===== src/rtl/core/gdd_pkg.sv =====
// ----------------------------------------------------------------------------
// gdd_pkg
// Shared types, constants and helper functions for the date difference block
// ----------------------------------------------------------------------------
`default_nettype none

package gdd_pkg;

  localparam int unsigned YEAR_W   = 14;
  localparam int unsigned MONTH_W  = 4;
  localparam int unsigned DAY_W    = 5;
  localparam int unsigned DIFF_W   = 23;
  localparam int unsigned DNUM_W   = 23;   // absolute day number, year 16383 still fits
  localparam int unsigned CUM_W    = 10;   // days before month plus day of month
  localparam int unsigned QUOT_W   = 8;    // quotient by 100 of a 15 bit value below 25600
  localparam int unsigned DIVIN_W  = 15;

  localparam logic [3:0]  MONTHS_PER_YEAR = 4'd12;
  localparam logic [8:0]  DAYS_PER_YEAR   = 9'd365;
  localparam logic [12:0] DIV100_MUL      = 13'd5243;   // ceil(2^19 / 100)
  localparam int unsigned DIV100_SHIFT    = 19;

  localparam logic signed [DIFF_W:0] DIFF_MAX = 24'sd4194303;
  localparam logic signed [DIFF_W:0] DIFF_MIN = -24'sd4194304;

  typedef struct packed {
    logic [YEAR_W-1:0]  year_a;
    logic [MONTH_W-1:0] month_a;
    logic [DAY_W-1:0]   day_a;
    logic [YEAR_W-1:0]  year_b;
    logic [MONTH_W-1:0] month_b;
    logic [DAY_W-1:0]   day_b;
  } gdd_in_t;

  typedef struct packed {
    logic signed [DIFF_W-1:0] day_diff;
    logic                     a_after_b;
    logic                     a_before_b;
  } gdd_out_t;

  // exact floor(x / 100) for x below 25600
  function automatic logic [QUOT_W-1:0] div100(input logic [DIVIN_W-1:0] x);
    logic [27:0] prod;
    prod = {13'd0, x} * {15'd0, DIV100_MUL};
    return prod[DIV100_SHIFT+QUOT_W-1:DIV100_SHIFT];
  endfunction

  // days in the months before month index mi (0 is January, 12 is a full year)
  function automatic logic [8:0] cum_days(input logic [3:0] mi);
    logic [8:0] d;
    case (mi)
      4'd0:    d = 9'd0;
      4'd1:    d = 9'd31;
      4'd2:    d = 9'd59;
      4'd3:    d = 9'd90;
      4'd4:    d = 9'd120;
      4'd5:    d = 9'd151;
      4'd6:    d = 9'd181;
      4'd7:    d = 9'd212;
      4'd8:    d = 9'd243;
      4'd9:    d = 9'd273;
      4'd10:   d = 9'd304;
      4'd11:   d = 9'd334;
      default: d = DAYS_PER_YEAR;
    endcase
    return d;
  endfunction

endpackage

`default_nettype wire


===== src/rtl/core/gdd_day_num.sv =====
// ----------------------------------------------------------------------------
// gdd_day_num
// Two stage absolute day number of one date, counted from year zero
// ----------------------------------------------------------------------------
`default_nettype none

module gdd_day_num (
  input  wire logic                         clk,
  input  wire logic [gdd_pkg::YEAR_W-1:0]   year,
  input  wire logic [gdd_pkg::MONTH_W-1:0]  month,
  input  wire logic [gdd_pkg::DAY_W-1:0]    day,
  output logic      [gdd_pkg::DNUM_W-1:0]   day_num
);
  import gdd_pkg::*;

  logic [YEAR_W-1:0]  c4;        // ceil(y / 4)
  logic [QUOT_W-1:0]  c100;      // ceil(y / 100)
  logic [QUOT_W-1:0]  c400;      // ceil(y / 400)
  logic [QUOT_W-1:0]  f100;      // floor(y / 100)
  logic [QUOT_W-1:0]  f400q;     // floor(ceil(y / 4) / 100)
  logic               leap;
  logic [3:0]         mi;
  logic [CUM_W-1:0]   cum;

  logic [DNUM_W-1:0]  y365_r;
  logic [YEAR_W-1:0]  c4_r;
  logic [QUOT_W-1:0]  c100_r;
  logic [QUOT_W-1:0]  c400_r;
  logic [CUM_W-1:0]   cum_r;
  logic [DNUM_W-1:0]  day_num_r;

  always_comb begin
    c4    = YEAR_W'(({1'b0, year} + 15'd3) >> 2);
    c100  = div100({1'b0, year} + 15'd99);
    c400  = div100({1'b0, c4} + 15'd99);
    f100  = div100({1'b0, year});
    f400q = div100({1'b0, c4});
    // divisible by 4, and either not by 100 or by 400
    leap  = (year[1:0] == 2'b00) && ((f100 != c100) || (f400q == c400));
    if (month == '0) begin
      mi = 4'd0;
    end else if (month > MONTHS_PER_YEAR) begin
      mi = MONTHS_PER_YEAR;
    end else begin
      mi = month - 4'd1;
    end
    cum = CUM_W'(cum_days(mi)) + CUM_W'(day) + CUM_W'(leap && (mi >= 4'd2));
  end

  always_ff @(posedge clk) begin
    y365_r <= DNUM_W'(year) * DNUM_W'(DAYS_PER_YEAR);
    c4_r   <= c4;
    c100_r <= c100;
    c400_r <= c400;
    cum_r  <= cum;
  end

  always_ff @(posedge clk) begin
    day_num_r <= y365_r + DNUM_W'(c4_r) - DNUM_W'(c100_r) + DNUM_W'(c400_r)
                 + DNUM_W'(cum_r);
  end

  assign day_num = day_num_r;

endmodule

`default_nettype wire


===== src/rtl/core/gregorian_date_difference.sv =====
// ----------------------------------------------------------------------------
// gregorian_date_difference
// Signed day count from date B to date A with ordering flags
// ----------------------------------------------------------------------------
//
//   channel   ports                       direction  transfer when
//   input     start, busy, in_data        in         start high, busy low
//   result    out_valid, out_data         out        out_valid high
//
// one date pair per cycle
// pipeline: input register, day number terms, day numbers, difference/saturate
// reset is synchronous active low and clears the valid chain; busy is high
// only while reset is held
// the receiver cannot stall; each result shows for one cycle only
//
`default_nettype none

module gregorian_date_difference (
  input  wire logic              clk,
  input  wire logic              rst_n,
  input  wire logic              start,
  output logic                   busy,
  input  wire gdd_pkg::gdd_in_t  in_data,
  output logic                   out_valid,
  output gdd_pkg::gdd_out_t      out_data
);
  import gdd_pkg::*;

  // valid chain, one bit per stage
  logic        v1_r, v2_r, v3_r, out_valid_r;
  logic        v1_nxt;

  // input register
  gdd_in_t     in_r;

  // ordering flags, aligned with the day numbers
  logic        after1_r, before1_r;
  logic        after2_r, before2_r;
  logic [YEAR_W+MONTH_W+DAY_W-1:0] key_a, key_b;

  logic [DNUM_W-1:0]       dn_a, dn_b;
  logic signed [DIFF_W:0]  diff;
  gdd_out_t                out_nxt;
  gdd_out_t                out_r;

  // no backpressure inside: a new pair every cycle while reset is released
  assign busy   = ~rst_n;
  assign v1_nxt = start & ~busy;

  always_ff @(posedge clk) begin
    if (!rst_n) begin
      v1_r        <= 1'b0;
      v2_r        <= 1'b0;
      v3_r        <= 1'b0;
      out_valid_r <= 1'b0;
    end else begin
      v1_r        <= v1_nxt;
      v2_r        <= v1_r;
      v3_r        <= v2_r;
      out_valid_r <= v3_r;
    end
  end

  always_ff @(posedge clk) begin
    if (v1_nxt) begin
      in_r <= in_data;
    end
  end

  // two identical day number pipes, one per date
  gdd_day_num u_dn_a (
    .clk     (clk),
    .year    (in_r.year_a),
    .month   (in_r.month_a),
    .day     (in_r.day_a),
    .day_num (dn_a)
  );

  gdd_day_num u_dn_b (
    .clk     (clk),
    .year    (in_r.year_b),
    .month   (in_r.month_b),
    .day     (in_r.day_b),
    .day_num (dn_b)
  );

  // flags compare the raw fields as year, month, day
  assign key_a = {in_r.year_a, in_r.month_a, in_r.day_a};
  assign key_b = {in_r.year_b, in_r.month_b, in_r.day_b};

  always_ff @(posedge clk) begin
    after1_r  <= key_a > key_b;
    before1_r <= key_a < key_b;
    after2_r  <= after1_r;
    before2_r <= before1_r;
  end

  // difference with saturation to the output field
  always_comb begin
    diff = $signed({1'b0, dn_a}) - $signed({1'b0, dn_b});
    if (diff > DIFF_MAX) begin
      out_nxt.day_diff = DIFF_MAX[DIFF_W-1:0];
    end else if (diff < DIFF_MIN) begin
      out_nxt.day_diff = DIFF_MIN[DIFF_W-1:0];
    end else begin
      out_nxt.day_diff = diff[DIFF_W-1:0];
    end
    out_nxt.a_after_b  = after2_r;
    out_nxt.a_before_b = before2_r;
  end

  always_ff @(posedge clk) begin
    out_r <= out_nxt;
  end

  assign out_valid = out_valid_r;
  assign out_data  = out_r;

endmodule

`default_nettype wire


===== config.mk =====
export PLATFORM = sky130hd
export DESIGN_NAME = gregorian_date_difference
export DESIGN_NICKNAME = d
export VERILOG_FILES = /design/src/rtl/core/gdd_pkg.sv /design/src/rtl/core/gdd_day_num.sv /design/src/rtl/core/gregorian_date_difference.sv
export SDC_FILE = /design/constraint.sdc
export NUM_CORES = 2
export LEC_CHECK = 0
export BUFFER_PORTS_ARGS = -buffer_cell sky130_fd_sc_hd__clkbuf_2
export CORE_MARGIN = 8
export CORE_UTILIZATION = 50
export CTS_CLUSTER_SIZE = 8
export DETAILED_ROUTE_END_ITERATION = 10
export GPL_ROUTABILITY_DRIVEN = 0
export PLACE_DENSITY = 0.72
export REMOVE_ABC_BUFFERS = 1
export SLEW_MARGIN = 20
export SYNTH_ARGS = -nofsm -noshare
export SYNTH_HDL_FRONTEND = slang
export SYNTH_HIERARCHICAL = 1
export SYNTH_SLANG_ARGS = --single-unit

===== constraint.sdc =====
create_clock -name clk -period 12.55 [get_ports clk]
set_input_delay 1.255 -clock clk [delete_from_list [all_inputs] [get_ports clk]]
set_output_delay 1.255 -clock clk [all_outputs]
set_load 0.02 [all_outputs]

## Word level (Yosys, flattened, before mapping)

Memories as Yosys holds them, arrays and structs flattened.
Index checks and enable logic that the tools add are counted.

- Memory bits (read-only): 288
- Memories kept: 2
- Output and inout bits: 27
- Register bits: 249
- Word-level logic and storage cells: 91
- Bits of input ports: 49

- Add/sub/neg operators: 21
- Multiply operators: 10
- Reduce and logical (&&, ||, !) cells: 10
- Equality and inequality tests: 4
- Bitwise gates (word level): 2
- Multiplexer cells: 5
- Magnitude comparators: 8

Memories:

| name | depth | width | rd ports | clocked after Yosys merged registers in | wr ports | line | source |
|---|---|---|---|---|---|---|---|
| (name not given) | 16 | 9 | 1 | 0 | 0 | gdd_pkg.sv:51 | `case (mi)` |
| (name not given) | 16 | 9 | 1 | 0 | 0 | gdd_pkg.sv:51 |  |

Operator list:

| cell | number |
|---|---|
| $mul 15x13->27 const B | 4 |
| $mul 14x13->27 const B | 2 |
| $mul 13x13->26 const B | 2 |
| $add 23x10->23 | 2 |
| $add 23x13->23 | 2 |
| $add 23x8->23 | 2 |
| $mul 14x9->23 const B | 2 |
| $sub 23x8->23 | 2 |
| $add 14x2->15 const B | 2 |
| $add 14x7->15 const B | 2 |
| $add 13x7->14 const B | 2 |
| $gt 24x23->1 const B | 1 |
| $lt 24x23->1 const B | 1 |
| $sub 23x23->24 | 1 |
| $gt 23x23->1 | 1 |
| $lt 23x23->1 | 1 |
| $mux 23 | 1 |
| $add 10x1->10 | 2 |
| $add 9x5->10 | 2 |
| $eq 8x8->1 | 2 |
| $mux 4 | 4 |
| $ne 8x8->1 | 2 |
| $ge 4x2->1 const B | 2 |
| $gt 4x4->1 const B | 2 |
| 7 further kinds | 14 |

## Longest topological paths before layout

- Depth after elaboration: 8
- Gate-level depth with buffers: 45

## Cells and area by module

Netlist, hierarchy kept.

Modules (own cells, without submodules):

| module | times used | sequential area each (um^2) | area each (um^2) | cells each |
|---|---|---|---|---|
| gdd_day_num at u_dn_b | 1 | 1701.6 | 20706.1 | 2133 |
| gdd_day_num at u_dn_a | 1 | 1701.6 | 20251.9 | 2049 |
| gregorian_date_difference | 1 | 2042.0 | 4050.1 | 365 |

## Worst setup path before layout

No wires, ideal clock.

- Path type: register -> register
- From: register in_r[10] in the netlist's numbering
- To: register u_dn_b.cum_r[8]
- Stages on the path, launching flop included: 42
- Clock period less this slack: 10.193 ns
- Setup slack: 2.357 ns
- Data required time: 12.433 ns
- Arrival: 10.077 ns
- Path through: edfxtp_1 -> inv_1 -> ha_1 -> a21oi_1 -> xnor2_1 -> inv_1 -> ha_1 -> a21oi_1 -> nor2b_1 -> a21boi_0 -> nor2b_1 -> xor2_1 -> clkinv_1 -> xnor2_1 -> ha_1 -> o21bai_1 -> ha_1 -> fa_1 -> [... 6 more ...] -> o21ai_1 -> a311o_1 -> a211oi_2 -> o31ai_2 -> a21oi_1 -> xnor3_1 -> or3_1 -> a2111oi_2 -> a211oi_2 -> fa_1 -> fa_1 -> nor2b_1 -> o21ai_0 -> nand2b_1 -> a21oi_1 -> nor4_1 -> xnor2_1 -> a22o_1

- Cells in the longest elaborated chain, start to end: 8
- Elaborated cells between the ends (all ways): 14
- Those cells by class: 4 x add/sub; 4 x mul; 2 x eq/ne; 4 x reduce/logical

Ends and longest elaborated chain:

| what | line | source |
|---|---|---|
| start: declaration | gregorian_date_difference.sv:34 | `gdd_in_t in_r;` |
| start signal: assignment | gregorian_date_difference.sv:66 | `in_r <= in_data;` |
| $add 14x2->15 (*) | gdd_day_num.sv:33 | `c4 = YEAR_W'(({1'b0, year} + 15'd3) >> 2);` |
| via u_dn_b.c4[1] | gdd_day_num.sv:16 | `logic [YEAR_W-1:0] c4;` |
| $add 13x7->14 | gdd_day_num.sv:35 | `c400 = div100({1'b0, c4} + 15'd99);` |
| $mul 15x13->27 | gdd_pkg.sv:44 | `prod = {13'd0, x} * {15'd0, DIV100_MUL};` |
| $eq 8x8->1 (*) | gdd_day_num.sv:39 | `leap = (year[1:0] == 2'b00) && ((f100 != c100) \|\| (f400q == c400));` |
| $logic_or 1x1->1 (*) | gdd_day_num.sv:39 |  |
| $logic_and 1x1->1 (*) | gdd_day_num.sv:39 |  |
| $logic_and 1x1->1 (*) | gdd_day_num.sv:47 | `cum = CUM_W'(cum_days(mi)) + CUM_W'(day) + CUM_W'(leap && (mi >= 4'd2));` |
| $add 10x1->10 (*) | gdd_day_num.sv:47 |  |
| via u_dn_b.cum[8] | gdd_day_num.sv:23 | `logic [CUM_W-1:0] cum;` |
| end signal: assignment | gdd_day_num.sv:55 | `cum_r <= cum;` |
| end: declaration | gdd_day_num.sv:29 | `logic [CUM_W-1:0] cum_r;` |

Mark *: on every way through the listed nets, which the timed path passes. The rest lies on a longest branch.
A chain may end at the register's enable or synchronous reset.

## Worst setup path after layout

Same ends and word-level chain as after synthesis.

==> metrics.md <==
| Metric | Value |
|---|---|
| Core Footprint | 0.08960 sq mm |
| Die Area | approximately 0.1 sq mm |
| Top area cells in the synthesized netlist | ha_1 (29%), fa_1 (28%), inv_1 (11%) |
| Area grow syn2layout | 6.580% |
| Synth top area share | 0.2919 |
| Clock period minus worst slack | 11.57 ns |
| Crit Path Max Fanout | 10 |
| Worst r2r dst | u_dn_b/cum_r[8]$_DFF_P_ |
| # fillers | 7851 |
| Pin count of the biggest net entering global routing | 47 |
| Hold Crit Start | after1_r$_DFF_P_ |
| Cell count after synthesis | 4547 |
| Hold WC Path Type | flop to flop |
| TNS Setup | 0 ns |
| Max-cap violations | 0 |
| Slew Viols, Final | 0 |
| Antenna Violating Nets Remaining | 0 |
| R2R setup slack | 0.98 ns |
| Worst reg2reg startpoint | in_r[10]$_DFFE_PP_ |
| Pre-CTS setup slack | 1.126 ns |
| Cell area after synthesis | 0.04501 sq mm |
| Synth cell types | approximately 100 |
| Relative slew slack | 0.3116 |
| FFs w/ async S/R, synth | 0 |
| Ant diodes | 0 |
| WL met1 | 47840 um |
| Yosys top cell by area | ha_1 |
| Worst EP arrival | around 12 ns |
| Clock root buffer | clkbuf_16 |
| Register bit total from synthesis | 249 |
| Util after Layout | 0.5354 |
| Global Route Usage Sum | 0.2083 |
| CP startpoint kind | flop |
| Clock latency at the later pin of the worst-skew pair | 0.58 ns |
| I/O Buffers | 75 |
| DR WL/cell | around 17 um |
| Post-CTS Setup Inserts | 0 |
| CTS tree | yes |
| Dpl cell area | 0.04690 sq mm |
| Commonest register cell after synthesis | dfxtp_1 |
| Clock slew at reported path FFs | 0.06 ns |
| Die X | 316.0 um |
| Met2 WL post-DR | 43090 um |
| Vias | 30290 |
| YS warnings | 6 |
| WS Path Type | flop to flop |
| Hold_buf cts | 0 |
| Total Routed Length | 101600 um |
| TritonCTS Buffers | 37 |
| Fmax | between 0.08 and 0.09 GHz |
| CTS sink count | 249 |
| Count of flip-flops with a built-in enable after synthesis | 46 |
| Syn avg cell area | 9.898 sq um |
| Vias in the first global route | 31740 |
| H-tree lvl count | 2 |
| I/O pin cnt | 76 |
| Highest-delay cell along the critical path | edfxtp_1 |
| Final hold vios | 0 |
| Seq/Total Area, Yosys | 0.1210 |
| Ratio of final minimum period to clock period | 0.9216 |
| Most common cell after layout, fill and taps aside | inv_1 |
| Total congestion overflow | 0 |
| Post-route cell area | 0.04797 sq mm |
| Most frequent cells in the layout | inv_1 (1264), ha_1 (1050), fa_1 (629) |
| First-pass GRT wire length | 165600 um |
| Least-Margin Pin Slew | ~1 ns |
| Vias per std cell | 5.168 |
| Register area | between 0.005 and 0.006 sq mm |
| Multi-input gate area | 0.03475 sq mm |
| Final setup skew | 0.04543 ns |
| RSZ-0062 raised after global routing | false |
| Max Used Layer | met5 |
| WP data required | 12.98 ns |
| Share of cells above drive strength 1 | 0.04141 |
| Initial core utilization | 0.5023 |
| Rows | 110 |
| Endpoints failing setup | 0 |
| NumNets Final | 6396 |
| DR iter-0 viols | 1692 |
| Hold Crit Depth | 0 |
| Max stage delay on crit path | 0.64 ns |
| Clk buf depth | 3 |
| Initial antenna violation count | 5 |
| Dpl hpwl | ~90000 um |
| Chip Height | ~320 um |
| Final Worst Setup Slack | between 0.9 and 1 ns |
| Remaining DRCs | 0 |
| Met3 wire length | 8517 um |
| CP Capture Type | flop |
| R2R cell count | 41 |
| Post-cts sizing count | 0 |
| Status | completed |
| First drt pass iteration count | 5 |
| Hold Path End | after2_r$_DFF_P_ |
[logic make-up after synthesis]
group           share of synthesized area
compound gates                    0.07992
mux                              0.001640
simple gates                      0.06141
buf+inv                            0.1074
flops                              0.1210
fa+ha+maj                          0.5730
xor+xnor                          0.05565
[metrics by stage]
| step | cells | hold slack (ns) |
|---|---|---|
| floorplan | 4538 | 0.3096 |
| global placement | 5805 | 0.3156 |
| detailed placement | 5805 | 0.3164 |
| CTS | 5861 | 0.3278 |
| global route | 5861 | 0.3335 |
| finish | 5861 | 0.3264 |
[critical path: cells and delay by family (launching register included)]
family	cells	cell delay (ns)
buffers and inverters	5	1.00
adder cells (fa/ha/maj)	10	3.77
XOR/XNOR	5	1.62
AND/OR/NAND/NOR	8	1.56
AO/OA/AOI/OAI	13	2.81
flip-flops	1	0.64
[worst max path at each step]
stage / start / to / slack, ns / cells past startpoint
after floorplan: in_r[10]$_DFFE_PP_ / u_dn_b/cum_r[8]$_DFF_P_ / 2.36 / 41
after global placement: in_r[10]$_DFFE_PP_ / u_dn_b/cum_r[8]$_DFF_P_ / 1.48 / 41
after detailed placement: in_r[10]$_DFFE_PP_ / u_dn_b/cum_r[8]$_DFF_P_ / 1.13 / 41
after CTS: in_r[10]$_DFFE_PP_ / u_dn_b/cum_r[8]$_DFF_P_ / 1.09 / 41
after global routing: in_r[10]$_DFFE_PP_ / u_dn_b/cum_r[8]$_DFF_P_ / 0.28 / 41
final: in_r[10]$_DFFE_PP_ / u_dn_b/cum_r[8]$_DFF_P_ / 0.98 / 41
[synthesized netlist by cell type (all sizes together), types with 6 or more instances]
library cell  instances
a31oi                20
ha                 1050
xnor2               185
o21bai               16
nor2b                39
fa                  629
maj3                  6
o22ai                 9
and3                 17
inv                1265
nand3                68
a21o                 70
a21boi               16
o31ai                11
xor2                 55
a21oi               156
and2                 18
o2111ai               9
or3                  15
nand3b                8
nor3                 41
dfxtp               203
nand2b               28
a2111oi               8
edfxtp               46
nor4                  7
nand4                29
o21a                 15
nand2               109
o211ai               21
xnor3                12
a211oi               25
and4                  6
nor3b                 9
o311ai                7
or2                  12
nor2                116
o21ai               107
[area by class of cell]
cell class                 count  area share
sequential                   249      0.1135
clock inverter                 2   0.0008086
multi-input combinational   3023      0.7243
inverter                    1266     0.09906
clock buffer                  54     0.02128
timing repair buffer          91     0.01033
tap                         1176     0.03067
[state kept, by name (all words and copies together) (netlist names), 8 cells and up]
| register | count |
|---|---|
| u_dn_b/y365_r | 23 |
| u_dn_a/c100_r | 8 |
| out_data | 25 |
| u_dn_b/cum_r | 10 |
| u_dn_b/c400_r | 8 |
| u_dn_b/day_num | 23 |
| u_dn_a/day_num | 23 |
| u_dn_b/c4_r | 13 |
| u_dn_b/c100_r | 8 |
| u_dn_a/c400_r | 8 |
| in_r | 46 |
| u_dn_a/y365_r | 23 |
| u_dn_a/c4_r | 13 |
| u_dn_a/cum_r | 10 |
[layer usage]
| layer | track usage | up-vias |
|---|---|---|
| li1 | - | 14790 |
| met1 | 0.2979 | 14490 |
| met2 | 0.3168 | 880 |
| met3 | 0.05446 | 128 |
| met4 | 0.04435 | 2 |
| met5 | 0 | - |
Power is not shown: default switching activity piles up to over one toggle a cycle in this logic, so the estimate is an artifact.
